**config.mk**
```make
export PLATFORM = sky130hd
export DESIGN_NAME = gn2t_corner
export DESIGN_NICKNAME = d
export VERILOG_FILES = /design/src/rtl/core/gn2t_pkg.sv /design/src/rtl/core/gn2t_corner.sv
export SDC_FILE = /design/constraint.sdc
export NUM_CORES = 1
export LEC_CHECK = 0
export BUFFER_PORTS_ARGS = -buffer_cell sky130_fd_sc_hd__buf_2
export CORE_ASPECT_RATIO = 1.5
export CORE_UTILIZATION = 45
export DETAILED_ROUTE_END_ITERATION = 8
export PLACE_DENSITY = 0.61
export REMOVE_ABC_BUFFERS = 1
export SLEW_MARGIN = 15
export SYNTH_ARGS = -nofsm -noshare
export SYNTH_HDL_FRONTEND = slang
export SYNTH_SLANG_ARGS = --single-unit
```
**constraint.sdc**
```tcl
create_clock -name clk -period 25.7 [get_ports clk]
set_input_delay 2.57 -clock clk [delete_from_list [all_inputs] [get_ports clk]]
set_output_delay 2.57 -clock clk [all_outputs]
set_load 0.005 [all_outputs]
```
**src/rtl/core/gn2t_pkg.sv**
```systemverilog
// ----------------------------------------------------------------------------
// gn2t_pkg
// Shared types, constants and helpers of the tileable 2D gradient noise unit.
// ----------------------------------------------------------------------------
`default_nettype none

package gn2t_pkg;

    localparam int TABLE_SIZE = 256;
    localparam int IDX_W      = $clog2(TABLE_SIZE);
    localparam int FRAC_BITS  = 16;
    localparam int COORD_W    = 24;
    localparam int INT_W      = COORD_W - FRAC_BITS;
    localparam int PERIOD_W   = 9;
    localparam int GRAD_W     = 16;
    localparam int NOISE_W    = 16;
    localparam int VAL_W      = 28;   // dot and lerp values, 22 fraction bits
    localparam int DIFF_W     = VAL_W + 1;
    localparam int FADE_W     = FRAC_BITS + 1;
    localparam int DOT_SHIFT  = 8;    // FRAC_BITS + 14 - 22

    localparam logic [1:0] MODE_EVAL = 2'd0;
    localparam logic [1:0] MODE_PERM = 2'd1;
    localparam logic [1:0] MODE_GRAD = 2'd2;

    localparam logic [FRAC_BITS+1:0] FADE_K = 18'(3 << FRAC_BITS);
    localparam logic [PERIOD_W-1:0]  PERIOD_FULL = PERIOD_W'(TABLE_SIZE);
    localparam logic signed [VAL_W-1:0] ROUND_HALF = VAL_W'(128);
    localparam logic signed [VAL_W-DOT_SHIFT-1:0] SAT_POS = 20'sd16384;
    localparam logic signed [VAL_W-DOT_SHIFT-1:0] SAT_NEG = -20'sd16384;

    typedef struct packed {
        logic [1:0]       mode;
        logic [IDX_W-1:0] idx;
        logic [7:0]       perm_value;
        logic [31:0]      grad;       // y in the upper half, x in the lower
    } ctl_t;

    typedef struct packed {
        logic [IDX_W-1:0] bx0;
        logic [IDX_W-1:0] bx1;
        logic [IDX_W-1:0] by0;
        logic [IDX_W-1:0] by1;
    } corner_t;

    // Four restoring steps of a remainder; rem stays below p (p <= TABLE_SIZE).
    function automatic logic [IDX_W-1:0] mod_step4(input logic [IDX_W-1:0] rem,
                                                   input logic [3:0] bits,
                                                   input logic [PERIOD_W-1:0] p);
        logic [IDX_W:0] r;
        r = {1'b0, rem};
        for (int k = 3; k >= 0; k--) begin
            r = {r[IDX_W-1:0], bits[k]};
            if (r >= p) begin
                r = r - p;
            end
        end
        return r[IDX_W-1:0];
    endfunction

endpackage

`default_nettype wire

```
**src/rtl/core/gn2t_corner.sv**
```systemverilog
// ----------------------------------------------------------------------------
// gn2t_corner
// Two-stage lattice corner unit: integer parts modulo the tiling period.
// ----------------------------------------------------------------------------
`default_nettype none

module gn2t_corner (
    input  wire logic                          clk,
    input  wire logic                          en,
    input  wire logic [gn2t_pkg::INT_W-1:0]    x_int,
    input  wire logic [gn2t_pkg::INT_W-1:0]    y_int,
    input  wire logic [gn2t_pkg::PERIOD_W-1:0] period,
    output gn2t_pkg::corner_t                  corner
);
    import gn2t_pkg::*;

    logic [IDX_W-1:0]    remx_reg, remy_reg;
    logic [3:0]          lowx_reg, lowy_reg;
    logic                wrapx_reg, wrapy_reg;
    logic [PERIOD_W-1:0] p_reg;
    corner_t             corner_reg;

    logic [PERIOD_W-1:0] p_eff;
    logic [IDX_W-1:0]    bx0, by0;
    logic [IDX_W:0]      bx_inc, by_inc;
    corner_t             corner_next;

    // zero or anything above the table size means no wrap
    assign p_eff = (period == '0 || period > PERIOD_FULL) ? PERIOD_FULL : period;

    always_comb
    begin
        bx0 = mod_step4(remx_reg, lowx_reg, p_reg);
        by0 = mod_step4(remy_reg, lowy_reg, p_reg);
        bx_inc = {1'b0, bx0} + 1'b1;
        by_inc = {1'b0, by0} + 1'b1;
        corner_next.bx0 = bx0;
        corner_next.by0 = by0;
        corner_next.bx1 = (wrapx_reg || bx_inc == p_reg) ? '0 : bx_inc[IDX_W-1:0];
        corner_next.by1 = (wrapy_reg || by_inc == p_reg) ? '0 : by_inc[IDX_W-1:0];
    end

    always_ff @(posedge clk)
    begin
        if (en)
        begin
            remx_reg   <= mod_step4('0, x_int[7:4], p_eff);
            remy_reg   <= mod_step4('0, y_int[7:4], p_eff);
            lowx_reg   <= x_int[3:0];
            lowy_reg   <= y_int[3:0];
            wrapx_reg  <= (x_int == '1);
            wrapy_reg  <= (y_int == '1);
            p_reg      <= p_eff;
            corner_reg <= corner_next;
        end
    end

    assign corner = corner_reg;

endmodule

`default_nettype wire

```
=== Word level (Yosys, flattened, before mapping) ===
Index checks and enable logic that the tools add are counted.

* Memory bits (writable): 0
* Memories kept: 0
* Latch bits: 0
* Bits of input ports: 27
* Output and inout bits: 32
* Memory bits (read-only): 0
* Register bits: 67
* Logic and storage cells: 77

* Reduce and logical (&&, ||, !) cells: 4
* Mux-type cells: 23
* Multiply operators: 0
* Div/mod/pow operators: 0
* Add/sub/neg operators: 18
* Shifts and indexed selects: 0
* Magnitude comparators: 17
* Bitwise operators: 0
* Eq/ne operators: 4

{| class="wikitable"
|+ Operator list
! cell !! number
|-
| 8-bit 2-to-1 mux || 22
|-
| 9-bit >= comparator || 14
|-
| 8-bit subtractor || 14
|-
| 8-bit by 1-bit adder with 9-bit output (second input constant) || 2
|-
| 9-bit equality test || 2
|-
| 1-bit by 9-bit >= comparator with 1-bit output || 2
|-
| 8-bit equality test (second input constant) || 2
|-
| 1-bit by 8-bit subtractor with 8-bit output || 2
|-
| 9-bit > comparator (second input constant) || 1
|-
| 9-bit logical NOT || 1
|-
| 9-bit 2-to-1 mux || 1
|-
| 1-bit logical OR || 3
|}

=== Depth between registers and ports, before layout ===
Gate-level depths: netlist of the first run.

* Depth in word-level cells: 14
* Depth in mapped cells: 49
* Gate-level depth less buffers: 46

=== Worst setup path before layout of the first run ===
Ideal clock, no wire load.

* Path kind: input port to flip-flop
* From: in period[4] (netlist bit)
* To: reg remy_reg[2] (data pin)
* Cell stages on the path: 44
* Library setup time: 260 ps
* Data required time: 25440 ps
* Path slack: 14180 ps
* Arrival: 11260 ps
* Buffers on the path: 3
* Cell sequence: nor3_1 > nand3_1 > ha_1 > nor2b_1 > ha_1 > o21ai_1 > o21ai_0 > ha_1 > nor2b_1 > o21ai_0 > a21boi_1 > o21ai_0 > a21boi_1 > o21ai_0 > nand2b_1 > a211o_1 > a21o_1 > clkbuf_1 > [... 8 more ...] > a211o_1 > a21o_1 > clkbuf_1 > o21ai_0 > inv_1 > ha_1 > nor2b_1 > o21ai_0 > a21boi_0 > o21ai_0 > nand2b_1 > and2_1 > o21ai_0 > nand2b_1 > a211o_1 > a21o_1 > clkbuf_1 > mux2_2

* Word-level cells in the longest chain between the ends: 14
* Elaborated cells between the ends (all ways): 19
* Classes of those cells: add/sub: 4; order compare: 5; mux: 8; reduce/logical: 2

{| class="wikitable"
|+ RTL lines
! element !! RTL line !! source
|-
| start, declared || gn2t_corner.sv:12 || <nowiki>input wire logic [gn2t_pkg::PERIOD_W-1:0] period,</nowiki>
|-
| 9-bit > comparator / 9-bit logical NOT (equally long branches) || gn2t_corner.sv:29 || <nowiki>assign p_eff = (period == '0 || period > PERIOD_FULL) ? PERIOD_FULL : period;</nowiki>
|-
| 1-bit logical OR (*) || gn2t_corner.sv:29 ||
|-
| 9-bit 2-to-1 mux (*) || gn2t_corner.sv:29 ||
|-
| named net p_eff[0] || gn2t_corner.sv:23 || <nowiki>logic [PERIOD_W-1:0] p_eff;</nowiki>
|-
| 1-bit by 8-bit subtractor with 8-bit output / 1-bit by 9-bit >= comparator with 1-bit output (equally long branches) || gn2t_pkg.sv:55, gn2t_pkg.sv:54 ||
|-
| 8-bit 2-to-1 mux || gn2t_pkg.sv:54 || <nowiki>if (r >= p) begin</nowiki>
|-
| 8-bit 2-to-1 mux || gn2t_corner.sv:45 || <nowiki>if (en)</nowiki>
|-
| 8-bit subtractor / 9-bit >= comparator (equally long branches) || gn2t_pkg.sv:55, gn2t_pkg.sv:54 ||
|-
| 8-bit 2-to-1 mux || gn2t_pkg.sv:54 ||
|-
| 8-bit 2-to-1 mux || gn2t_corner.sv:45 ||
|-
| 8-bit subtractor / 9-bit >= comparator (equally long branches) || gn2t_pkg.sv:55, gn2t_pkg.sv:54 ||
|-
| 8-bit 2-to-1 mux || gn2t_pkg.sv:54 ||
|-
| 8-bit 2-to-1 mux || gn2t_corner.sv:45 ||
|-
| 9-bit >= comparator / 8-bit subtractor (equally long branches) || gn2t_pkg.sv:54, gn2t_pkg.sv:55 ||
|-
| 8-bit 2-to-1 mux (*) || gn2t_pkg.sv:54 ||
|-
| end signal, assigned || gn2t_corner.sv:48 || <nowiki>remy_reg <= mod_step4('0, y_int[7:4], p_eff);</nowiki>
|-
| end, declared || gn2t_corner.sv:17 || <nowiki>logic [IDX_W-1:0] remx_reg, remy_reg;</nowiki>
|}

The timed path passes the listed nets; every way through them passes the cells marked *. The select of a mux whose other input is x is not followed.
A chain may end at the register's enable or synchronous reset.

=== Worst setup path in the final report of the first run ===
* From: in period[4] (netlist bit)
* To: reg remy_reg[3] (data pin)

* Word-level cells in the longest chain between the ends: 14
* Elaborated cells between the ends (all ways): 19
* Classes of those cells: add/sub: 4; order compare: 5; mux: 8; reduce/logical: 2

{| class="wikitable"
|+ RTL lines
! element !! RTL line
|-
| 9-bit > comparator / 9-bit logical NOT (equally long branches) || gn2t_corner.sv:29
|-
| 1-bit logical OR (*) || gn2t_corner.sv:29
|-
| 9-bit 2-to-1 mux (*) || gn2t_corner.sv:29
|-
| named net p_eff[0] || gn2t_corner.sv:23
|-
| 1-bit by 8-bit subtractor with 8-bit output / 1-bit by 9-bit >= comparator with 1-bit output (equally long branches) || gn2t_pkg.sv:55, gn2t_pkg.sv:54
|-
| 8-bit 2-to-1 mux || gn2t_pkg.sv:54
|-
| 8-bit 2-to-1 mux || gn2t_corner.sv:45
|-
| 8-bit subtractor / 9-bit >= comparator (equally long branches) || gn2t_pkg.sv:55, gn2t_pkg.sv:54
|-
| 8-bit 2-to-1 mux || gn2t_pkg.sv:54
|-
| 8-bit 2-to-1 mux || gn2t_corner.sv:45
|-
| 8-bit subtractor / 9-bit >= comparator (equally long branches) || gn2t_pkg.sv:55, gn2t_pkg.sv:54
|-
| 8-bit 2-to-1 mux || gn2t_pkg.sv:54
|-
| 8-bit 2-to-1 mux || gn2t_corner.sv:45
|-
| 8-bit subtractor / 9-bit >= comparator (equally long branches) || gn2t_pkg.sv:55, gn2t_pkg.sv:54
|-
| 8-bit 2-to-1 mux (*) || gn2t_pkg.sv:54
|}

Marks and branches as above.

==> results.md, run 1 <==
- Status: completed
- Maximum number of pins on one net before global-route repair: 68
- Die Footprint: 21200 um2
- Vias per cell: 5.76
- Final min period: 12090 ps
- Max cap viols: 0
- Layout cells sized above 1: 12.5%
- Clk root buf: clkbuf_16
- Sequential share of the synthesized area: 21.6%
- Setup CP Type: in -> reg
- Row cnt: 64
- Clock latency on the worst-skew pair: 340 ps
- Total core area: 20300 um2
- Worst Tran Pin Value: 864 ps
- Worst Path Max Fanout: 11
- Final setup fails: 0
- Yosys cell types: 67
- Most frequent cell after synthesis: ha_1
- Wire per inst: 16.9 um
- Layout fillers: 1970
- Top_reg_cell synth: edfxtp_1
- Syn Inst Count: 1069
- Hold WS: 770 ps
- Mean area per synthesized cell: 8.70 um2
- TritonCTS clock tree: yes
- Post-cts sizing count: 0
- Worst EP arrival: 12190 ps
- Ys async rst share: 0%
- Chip Height: 178 um
- Area Overhead vs Synth: 9.74%
- Gr usage total: 22.8%
- CTS buffer count: 9
- Fin crit share: 47.1%
- Synthesized area: 9300 um2
- Number of flip-flops in the largest register: 32
- Vias in the first global route: 8016
- Total grt overflow: 0
- Post-synth top area cell: edfxtp_1
- Pre-Repair DR Iteration Count: 7
- Reg2reg setup slack: 15170 ps
- Max incr delay on CP: 580 ps
- Worst path slowest cell: nor2b_1
- Hold WC Path Type: reg -> reg
- Total Wirelength: 23600 um
- H-tree Lvls: 3
- Ports: 59
- Final Net Count: 1301
- Residual DRC: 0
- RSZ-0062 raised after global routing: false
- Setup TNS: 0 ps
- Rel. slew slack: 42.4%
- Crit path top cell by count: o21ai_0
- Vias: 8041
- Initial Util: 45.7%
- ANT cells: 0
- Hold Vio Cnt, Final: 0
- Required time worst endpoint: 25800 ps
- Area contributors post-synth: edfxtp_1 (22%), ha_1 (18%), xnor2_1 (5.9%)
- CP Capture Type: flip-flop
- CTS Sinks: 67
- Clk slew on worst S/H paths: 60 ps
- Fmax: 82.7 MHz
- Most instantiated cells after synthesis: ha_1 (133), nor2_1 (84), inv_1 (82)
- Setup Fix Bufs, Post-CTS: 0
- Slew Limit Fails: 0
- First-pass GRT wire length: 38200 um
- Clk_skew: 7.26 ps
- Yosys reg bits: 67
- Gpl congestion: 0.871
- Clk buf depth: 2
- Routed Antenna Nets: 0
- Crit start category: input pin
- Dpl hpwl: 19300 um
- Yosys top cell area share: 21.6%
- Number of flops mapped to enable cells by yosys: 67
- Initial DRC Count: 337
- Chip width: 119 um
- Antenna violations before repair: 0
- Warnings from Yosys: 0
- PortBufs: 58
- CTS Hold Bufs: 0
## cell families (layout without fill, tap and decap cells)
group / count (synthesis) / in the layout / synth area share [%]
flip-flops: 67 / 67 / 21.6
AO/OA/AOI/OAI: 279 / 279 / 19.8
AND/OR/NAND/NOR: 323 / 323 / 17.7
XOR/XNOR: 92 / 92 / 8.82
buffers and inverters: 102 / 165 / 4.20
adder cells (fa/ha/maj): 147 / 147 / 20.9
multiplexers: 59 / 59 / 6.99
## placed cells by master (no fill, tap or decap), types with 5 or more instances in the layout
master     count
o31a_1         5
o21ai_1       14
a211o_1        7
o211ai_1       6
o21ai_0       53
and4_1         5
nor3b_1        5
a31oi_1        6
edfxtp_1      67
and2_1         6
inv_2          5
clkbuf_16      9
nor4_1         6
mux2i_1       12
o21bai_1      12
fa_1          14
o21a_1        21
or3_1          8
nand4_1       30
a21o_1        31
a21boi_0       6
xnor2_1       63
nand2_1       66
inv_1         82
a21oi_1       73
nand3_1       17
nand2b_1      22
ha_1         133
and3_1         5
mux2_2        47
nor3_1        31
buf_2         58
nor2b_1       26
nor2_1        84
xor2_1        28
a211oi_1      13
## path summary, 6_finish.rpt
kind / endpoint / from / depth (start not counted)
setup / recovery: remy_reg[3]$_DFFE_PP_ / period[4] / 42
hold / removal: corner[2]$_SDFFCE_PP0P_ / wrapy_reg$_DFFE_PP_ / 1
setup reg to reg: corner[1]$_SDFFCE_PP0P_ / p_reg[1]$_DFFE_PP_ / 37
hold reg to reg: corner[2]$_SDFFCE_PP0P_ / wrapy_reg$_DFFE_PP_ / 1
## per-layer routing
| layer | track usage [%] | vias to the layer above | wire (um) | share of wire [%] |
|---|---|---|---|---|
| met4 | 11.3 | 0 | 1100 | 4.6 |
| li1 | - | 4047 | - | - |
| met1 | 23.4 | 3757 | 9070 | 38 |
| met5 | 0 | - | 0 | 0 |
| met3 | 2.27 | 60 | 843 | 3.6 |
| met2 | 45.2 | 177 | 12600 | 53 |
## metrics by stage
stage / area [um2] / worst slack, ps / util, % / instances
after floorplan: 9230 / 14470 / - / 1054
after global placement: 9880 / 13470 / 48.6 / 1380
after detailed placement: 9880 / 13240 / 48.6 / 1380
after CTS: 10200 / 13600 / 50.2 / 1396
after global routing: 10200 / 12650 / 50.2 / 1396
final: 10200 / 13610 / 50.2 / 1396
## cell type report
| class | count | area, um2 | share of cell area [%] |
|---|---|---|---|
| multi-input combinational | 900 | 6890 | 67.6 |
| sequential | 67 | 2010 | 19.7 |
| tap | 264 | 330 | 3.24 |
| inverter | 87 | 327 | 3.20 |
| timing repair buffer | 62 | 320 | 3.14 |
| clock buffer | 10 | 229 | 2.24 |
| clock inverter | 6 | 90.1 | 0.883 |
## critical path, delay by kind of cell
family | cells | cell delay [ps]
compound gates | 24 | 5410
buf+inv | 2 | 200
simple gates | 9 | 1660
mux | 2 | 650
fa+ha+maj | 5 | 1680
Power of run 1 is not shown: default switching activity piles up to over one toggle a cycle in this logic, so the estimate is an artifact.
==> run 2, diff against run 1 <==
==> constraint.sdc (replaced) <==
create_clock -name clk -period 12.5 [get_ports clk]
set_input_delay 1.25 -clock clk [delete_from_list [all_inputs] [get_ports clk]]
set_output_delay 1.25 -clock clk [all_outputs]
set_load 0.005 [all_outputs]
==> results.md, run 2 (synthesis gave the netlist of run 1 again) <==
- Routed Antenna Nets: 0 (unchanged)
- Delay-heaviest family, CP: compound AO/OA/AOI/OAI gates
- Worst Path Max Fanout: 11 (unchanged)
- Die Footprint: 21200 um2 (unchanged)
- Worst Hold Depth: 1 (unchanged)
- Crit start category: input pin
- Final setup fails: 0 (unchanged)
- Chip Height: 178 um (unchanged)
- Max cap viols: 0 (unchanged)
- Status: completed
- Wire per inst: 16.7 um (-1.1%)
- Crit Reg-Reg Startpoint: p_reg[1]$_DFFE_PP_
- Hold Vio Cnt, Final: 0 (unchanged)
- Setup TNS: 0 ps (unchanged)
- Dpl hpwl: 19200 um (-0.32%)
- Fmax: 92.7 MHz
- Maximum number of pins on one net before global-route repair: 68 (unchanged)
- Initial DRC Count: 292 (-13%)
- Total core area: 20300 um2 (unchanged)
- Total grt overflow: 0 (unchanged)
- Chip width: 119 um (unchanged)
- CP Capture Type: flip-flop
- Clk root buf: clkbuf_16
- Area Overhead vs Synth: 10.1%
- Worst Tran Pin Value: 872 ps (+7.90 ps)
- Most frequent cells in the layout: ha_1 (133), nor2_1 (84), inv_1 (82)
- Reg2reg end: corner[1]$_SDFFCE_PP0P_
- CTS Hold Bufs: 0 (unchanged)
- Reg2reg setup slack: 2010 ps (-13160 ps)
- Max incr delay on CP: 580 ps (about the same)
- Row cnt: 64 (unchanged)
- Fin crit share: 86.3%
- CTS buffer count: 9 (unchanged)
- R2R cell count: 37 (unchanged)
- H-tree Lvls: 3 (unchanged)
- Pre-Repair DR Iteration Count: 4 (-3)
- Slew Limit Fails: 0 (unchanged)
- RSZ-0062 raised after global routing: false
- Gr usage total: 22.7% (-0.082 points)
- Post-cts sizing count: 0 (unchanged)
- Worst Hold End: corner[2]$_SDFFCE_PP0P_
- First-pass GRT wire length: 38100 um (-0.45%)
- CTS Sinks: 67 (unchanged)
- Hold WC Path Type: reg -> reg
- Ports: 59 (unchanged)
- TritonCTS clock tree: yes
- Required time worst endpoint: 12590 ps (-13210 ps)
- Worst EP arrival: 10870 ps (-1320 ps)
- Clk slew on worst S/H paths: 60 ps (about the same)
- Final Net Count: 1302 (+0.077%)
- Vias in the first global route: 8017 (+0.012%)
- PortBufs: 58 (unchanged)
- Min-delay src: wrapy_reg$_DFFE_PP_
- WP buf/inv: 2 (unchanged)
- Setup Fix Bufs, Post-CTS: 0 (unchanged)
- ANT cells: 0 (unchanged)
- Gpl congestion: 0.868 (-0.30%)
- Worst path slowest cell: nor2b_1
- Clock latency on the worst-skew pair: 340 ps (about the same)
- Crit path top cell by count: o21ai_0
- Residual DRC: 0 (unchanged)
- Total Wirelength: 23400 um (-0.99%)
- Vias: 7963 (-0.97%)
- Vias per cell: 5.70 (-1.0%)
- Antenna violations before repair: 0 (unchanged)
- Final min period: 10780 ps
- Setup CP Type: in -> reg
- Commonest non-fill, non-tap cell in the layout: ha_1
- Number of flip-flops in the largest register: 32 (unchanged)
- Clk buf depth: 2 (unchanged)
- Layout fillers: 2014 (+2.2%)
- Initial Util: 45.7% (unchanged)
- Clk_skew: 10.6 ps (+3.35 ps)
- Rel. slew slack: 41.9% (-0.53 points)
- Layout cells sized above 1: 12.6% (+0.077 points)
run 2: final cells by class:
type	instances	area, um2	area share [%]
repair buffers	63	328	3.20
well taps	264	330	3.23
multi-input cells	900	6890	67.4
inverters	87	327	3.19
flip-flops and latches	67	2010	19.7
clock buffers	10	229	2.24
clock inverters	6	114	1.11
run 2: through the flow:
stage               setup slack (ps)  area (um2)  instances  hold WS [ps]  utilization (%)
floorplan                       2590        9230       1054           666                -
global placement                1600        9890       1381           755             48.6
detailed placement              1370        9890       1381           752             48.6
CTS                             1700       10200       1397           765             50.3
global route                     654       10200       1397           786             50.3
finish                          1720       10200       1397           764             50.3
run 2: how the worst max path moves through the flow:
stage | startpoint | cells past startpoint | end | slack (ps)
after floorplan | period[4] | 41 | remy_reg[2]$_DFFE_PP_ | 2590
after global placement | period[4] | 42 | remy_reg[4]$_DFFE_PP_ | 1600
after detailed placement | period[4] | 42 | remx_reg[2]$_DFFE_PP_ | 1370
after CTS | period[4] | 42 | remx_reg[3]$_DFFE_PP_ | 1700
after global routing | period[4] | 43 | remx_reg[3]$_DFFE_PP_ | 650
final | period[4] | 42 | remx_reg[3]$_DFFE_PP_ | 1720
run 2: routing by layer:
layer,up-vias,global-route usage (%),wire [um]
li1,4047,-,-
met1,3686,22.9,8980
met2,168,43.8,12200
met3,62,3.16,807
met4,0,13.3,1350
met5,-,0,0
Power of run 2 is left out for the same reason.
==> run 3, diff against run 2 <==
==> constraint.sdc (replaced) <==
create_clock -name clk -period 13.65 [get_ports clk]
set_input_delay 1.365 -clock clk [delete_from_list [all_inputs] [get_ports clk]]
set_output_delay 1.365 -clock clk [all_outputs]
set_load 0.005 [all_outputs]
==> results.md, run 3 (synthesis gave the netlist of run 1 again) <==
- Rel. slew slack: 42.2% (+0.35 points)
- Chip width: 119 um (unchanged)
- Vias: 7936 (-0.34%)
- Initial Util: 45.7% (unchanged)
- First-pass GRT wire length: 37700 um (-1.1%)
- Final min period: 10940 ps
- RSZ-0062 raised after global routing: false
- R2R cell count: 36 (-2.7%)
- Max incr delay on CP: 590 ps (about the same)
- Final setup fails: 0 (unchanged)
- Wire per inst: 16.7 um (about the same)
- Length of routed met3 wiring: 597 um (-26%)
- Top Layer Used: met4
- Routed Antenna Nets: 0 (unchanged)
- Total core area: 20300 um2 (unchanged)
- Dpl hpwl: 19100 um (-0.30%)
- Initial DRC Count: 334 (+14%)
- Delay-heaviest family, CP: compound AO/OA/AOI/OAI gates
- Slew Limit Fails: 0 (unchanged)
- Status: completed
- Total grt overflow: 0 (unchanged)
- Hold Vio Cnt, Final: 0 (unchanged)
- ANT cells: 0 (unchanged)
- Post-Place Cell Area: 9880 um2 (about the same)
- Setup TNS: 0 ps (unchanged)
- Crit path top cell by count: o21ai_0
- Crit start category: input pin
- Worst EP arrival: 11030 ps (+160 ps)
- Setup CP Type: in -> reg
- Required time worst endpoint: 13740 ps (+1150 ps)
- Reg2reg end: corner[4]$_SDFFCE_PP0P_
- Clk_skew: 9.38 ps (-1.23 ps)
- Clock latency on the worst-skew pair: 340 ps (about the same)
- Crit Reg-Reg Startpoint: p_reg[1]$_DFFE_PP_
- TritonCTS clock tree: yes
- Clk buf depth: 2 (unchanged)
- Hold WC Path Type: reg -> reg
- Die Footprint: 21200 um2 (unchanged)
- Worst path depth: 42 (unchanged)
- Setup Fix Bufs, Post-CTS: 0 (unchanged)
- Number of flip-flops in the largest register: 32 (unchanged)
- CTS buffer count: 9 (unchanged)
- CP Launch Point: period[4]
- Ports: 59 (unchanged)
- Met2 wire length: 12300 um (+0.90%)
- Final Net Count: 1301 (-0.077%)
- Clk root buf: clkbuf_16
- Maximum number of pins on one net before global-route repair: 68 (unchanged)
- Residual DRC: 0 (unchanged)
- Pre-Repair DR Iteration Count: 8 (+4)
- Row cnt: 64 (unchanged)
- Commonest non-fill, non-tap cell in the layout: ha_1
- Layout cells sized above 1: 12.5% (-0.077 points)
- Area Overhead vs Synth: 9.74%
- Gpl congestion: 0.871 (+0.31%)
- Gr usage total: 22.4% (-0.31 points)
- PortBufs: 58 (unchanged)
- Worst Tran Pin Value: 867 ps (-5.24 ps)
- Post-cts sizing count: 0 (unchanged)
- CP Capture Type: flip-flop
- Clk slew on worst S/H paths: 60 ps (about the same)
- Worst path slowest cell: nor2b_1
- Fin crit share: 80.2%
- Chip Height: 178 um (unchanged)
- WP buf/inv: 2 (unchanged)
- Layout fillers: 2011 (-0.15%)
- CTS Sinks: 67 (unchanged)
- Most frequent cells in the layout: ha_1 (133), nor2_1 (84), inv_1 (82)
- CTS Hold Bufs: 0 (unchanged)
- H-tree Lvls: 3 (unchanged)
- WL met1: 9320 um (+3.7%)
- Reg2reg setup slack: 3080 ps (+1070 ps)
- Total Wirelength: 23400 um (about the same)
- Vias per cell: 5.68 (-0.27%)
- Max cap viols: 0 (unchanged)
- Worst Path Max Fanout: 11 (unchanged)
- Antenna violations before repair: 0 (unchanged)
- Critical path endpoint: remy_reg[5]$_DFFE_PP_
- Vias in the first global route: 7895 (-1.5%)
- Design Area, Final: 10200 um2 (-0.31%)
- Fmax: 91.4 MHz
-- run 3: per-stage QoR --
stage	util (%)	std cells	setup WS [ps]	hold WS [ps]
final	50.2	1396	2710	769
after global routing	50.2	1396	1880	818
after CTS	50.2	1396	2690	767
after detailed placement	48.6	1380	2360	763
after global placement	48.6	1380	2620	755
after floorplan	-	1054	3630	666
-- run 3: cell type report --
class	instances	area, um2	share of cell area (%)
clock inverters	6	90.1	0.883
multi-input cells	900	6890	67.6
flip-flops and latches	67	2010	19.7
clock buffers	10	229	2.24
repair buffers	62	320	3.14
inverters	87	327	3.20
well taps	264	330	3.24
-- run 3: worst reg2reg max path, delay by kind of cell (launching register included) --
family	cells	cell delay [ps]
AOI/OAI and AO/OA	14	3960
adders and majority gates	5	1580
buffers and inverters	5	910
DFF	1	370
muxes	1	450
and+or+nand+nor	11	3040
-- run 3: metal layers --
layer,GRT usage [%],vias to the layer above
met1,23.1,3682
met4,11.3,0
met2,43.8,147
met3,2.62,56
met5,0,-
li1,-,4051
-- run 3: worst min-delay path by stage --
stage	cells past startpoint	endpoint	start	slack, ps
after floorplan	1	corner[17]$_SDFFCE_PP0P_	wrapx_reg$_DFFE_PP_	670
after global placement	1	corner[1]$_SDFFCE_PP0P_	wrapy_reg$_DFFE_PP_	750
after detailed placement	1	corner[19]$_SDFFCE_PP0P_	wrapx_reg$_DFFE_PP_	760
after CTS	1	corner[20]$_SDFFCE_PP0P_	wrapx_reg$_DFFE_PP_	770
after global routing	1	corner[1]$_SDFFCE_PP0P_	wrapy_reg$_DFFE_PP_	820
final	1	corner[17]$_SDFFCE_PP0P_	wrapx_reg$_DFFE_PP_	770
Power of run 3 is left out for the same reason.
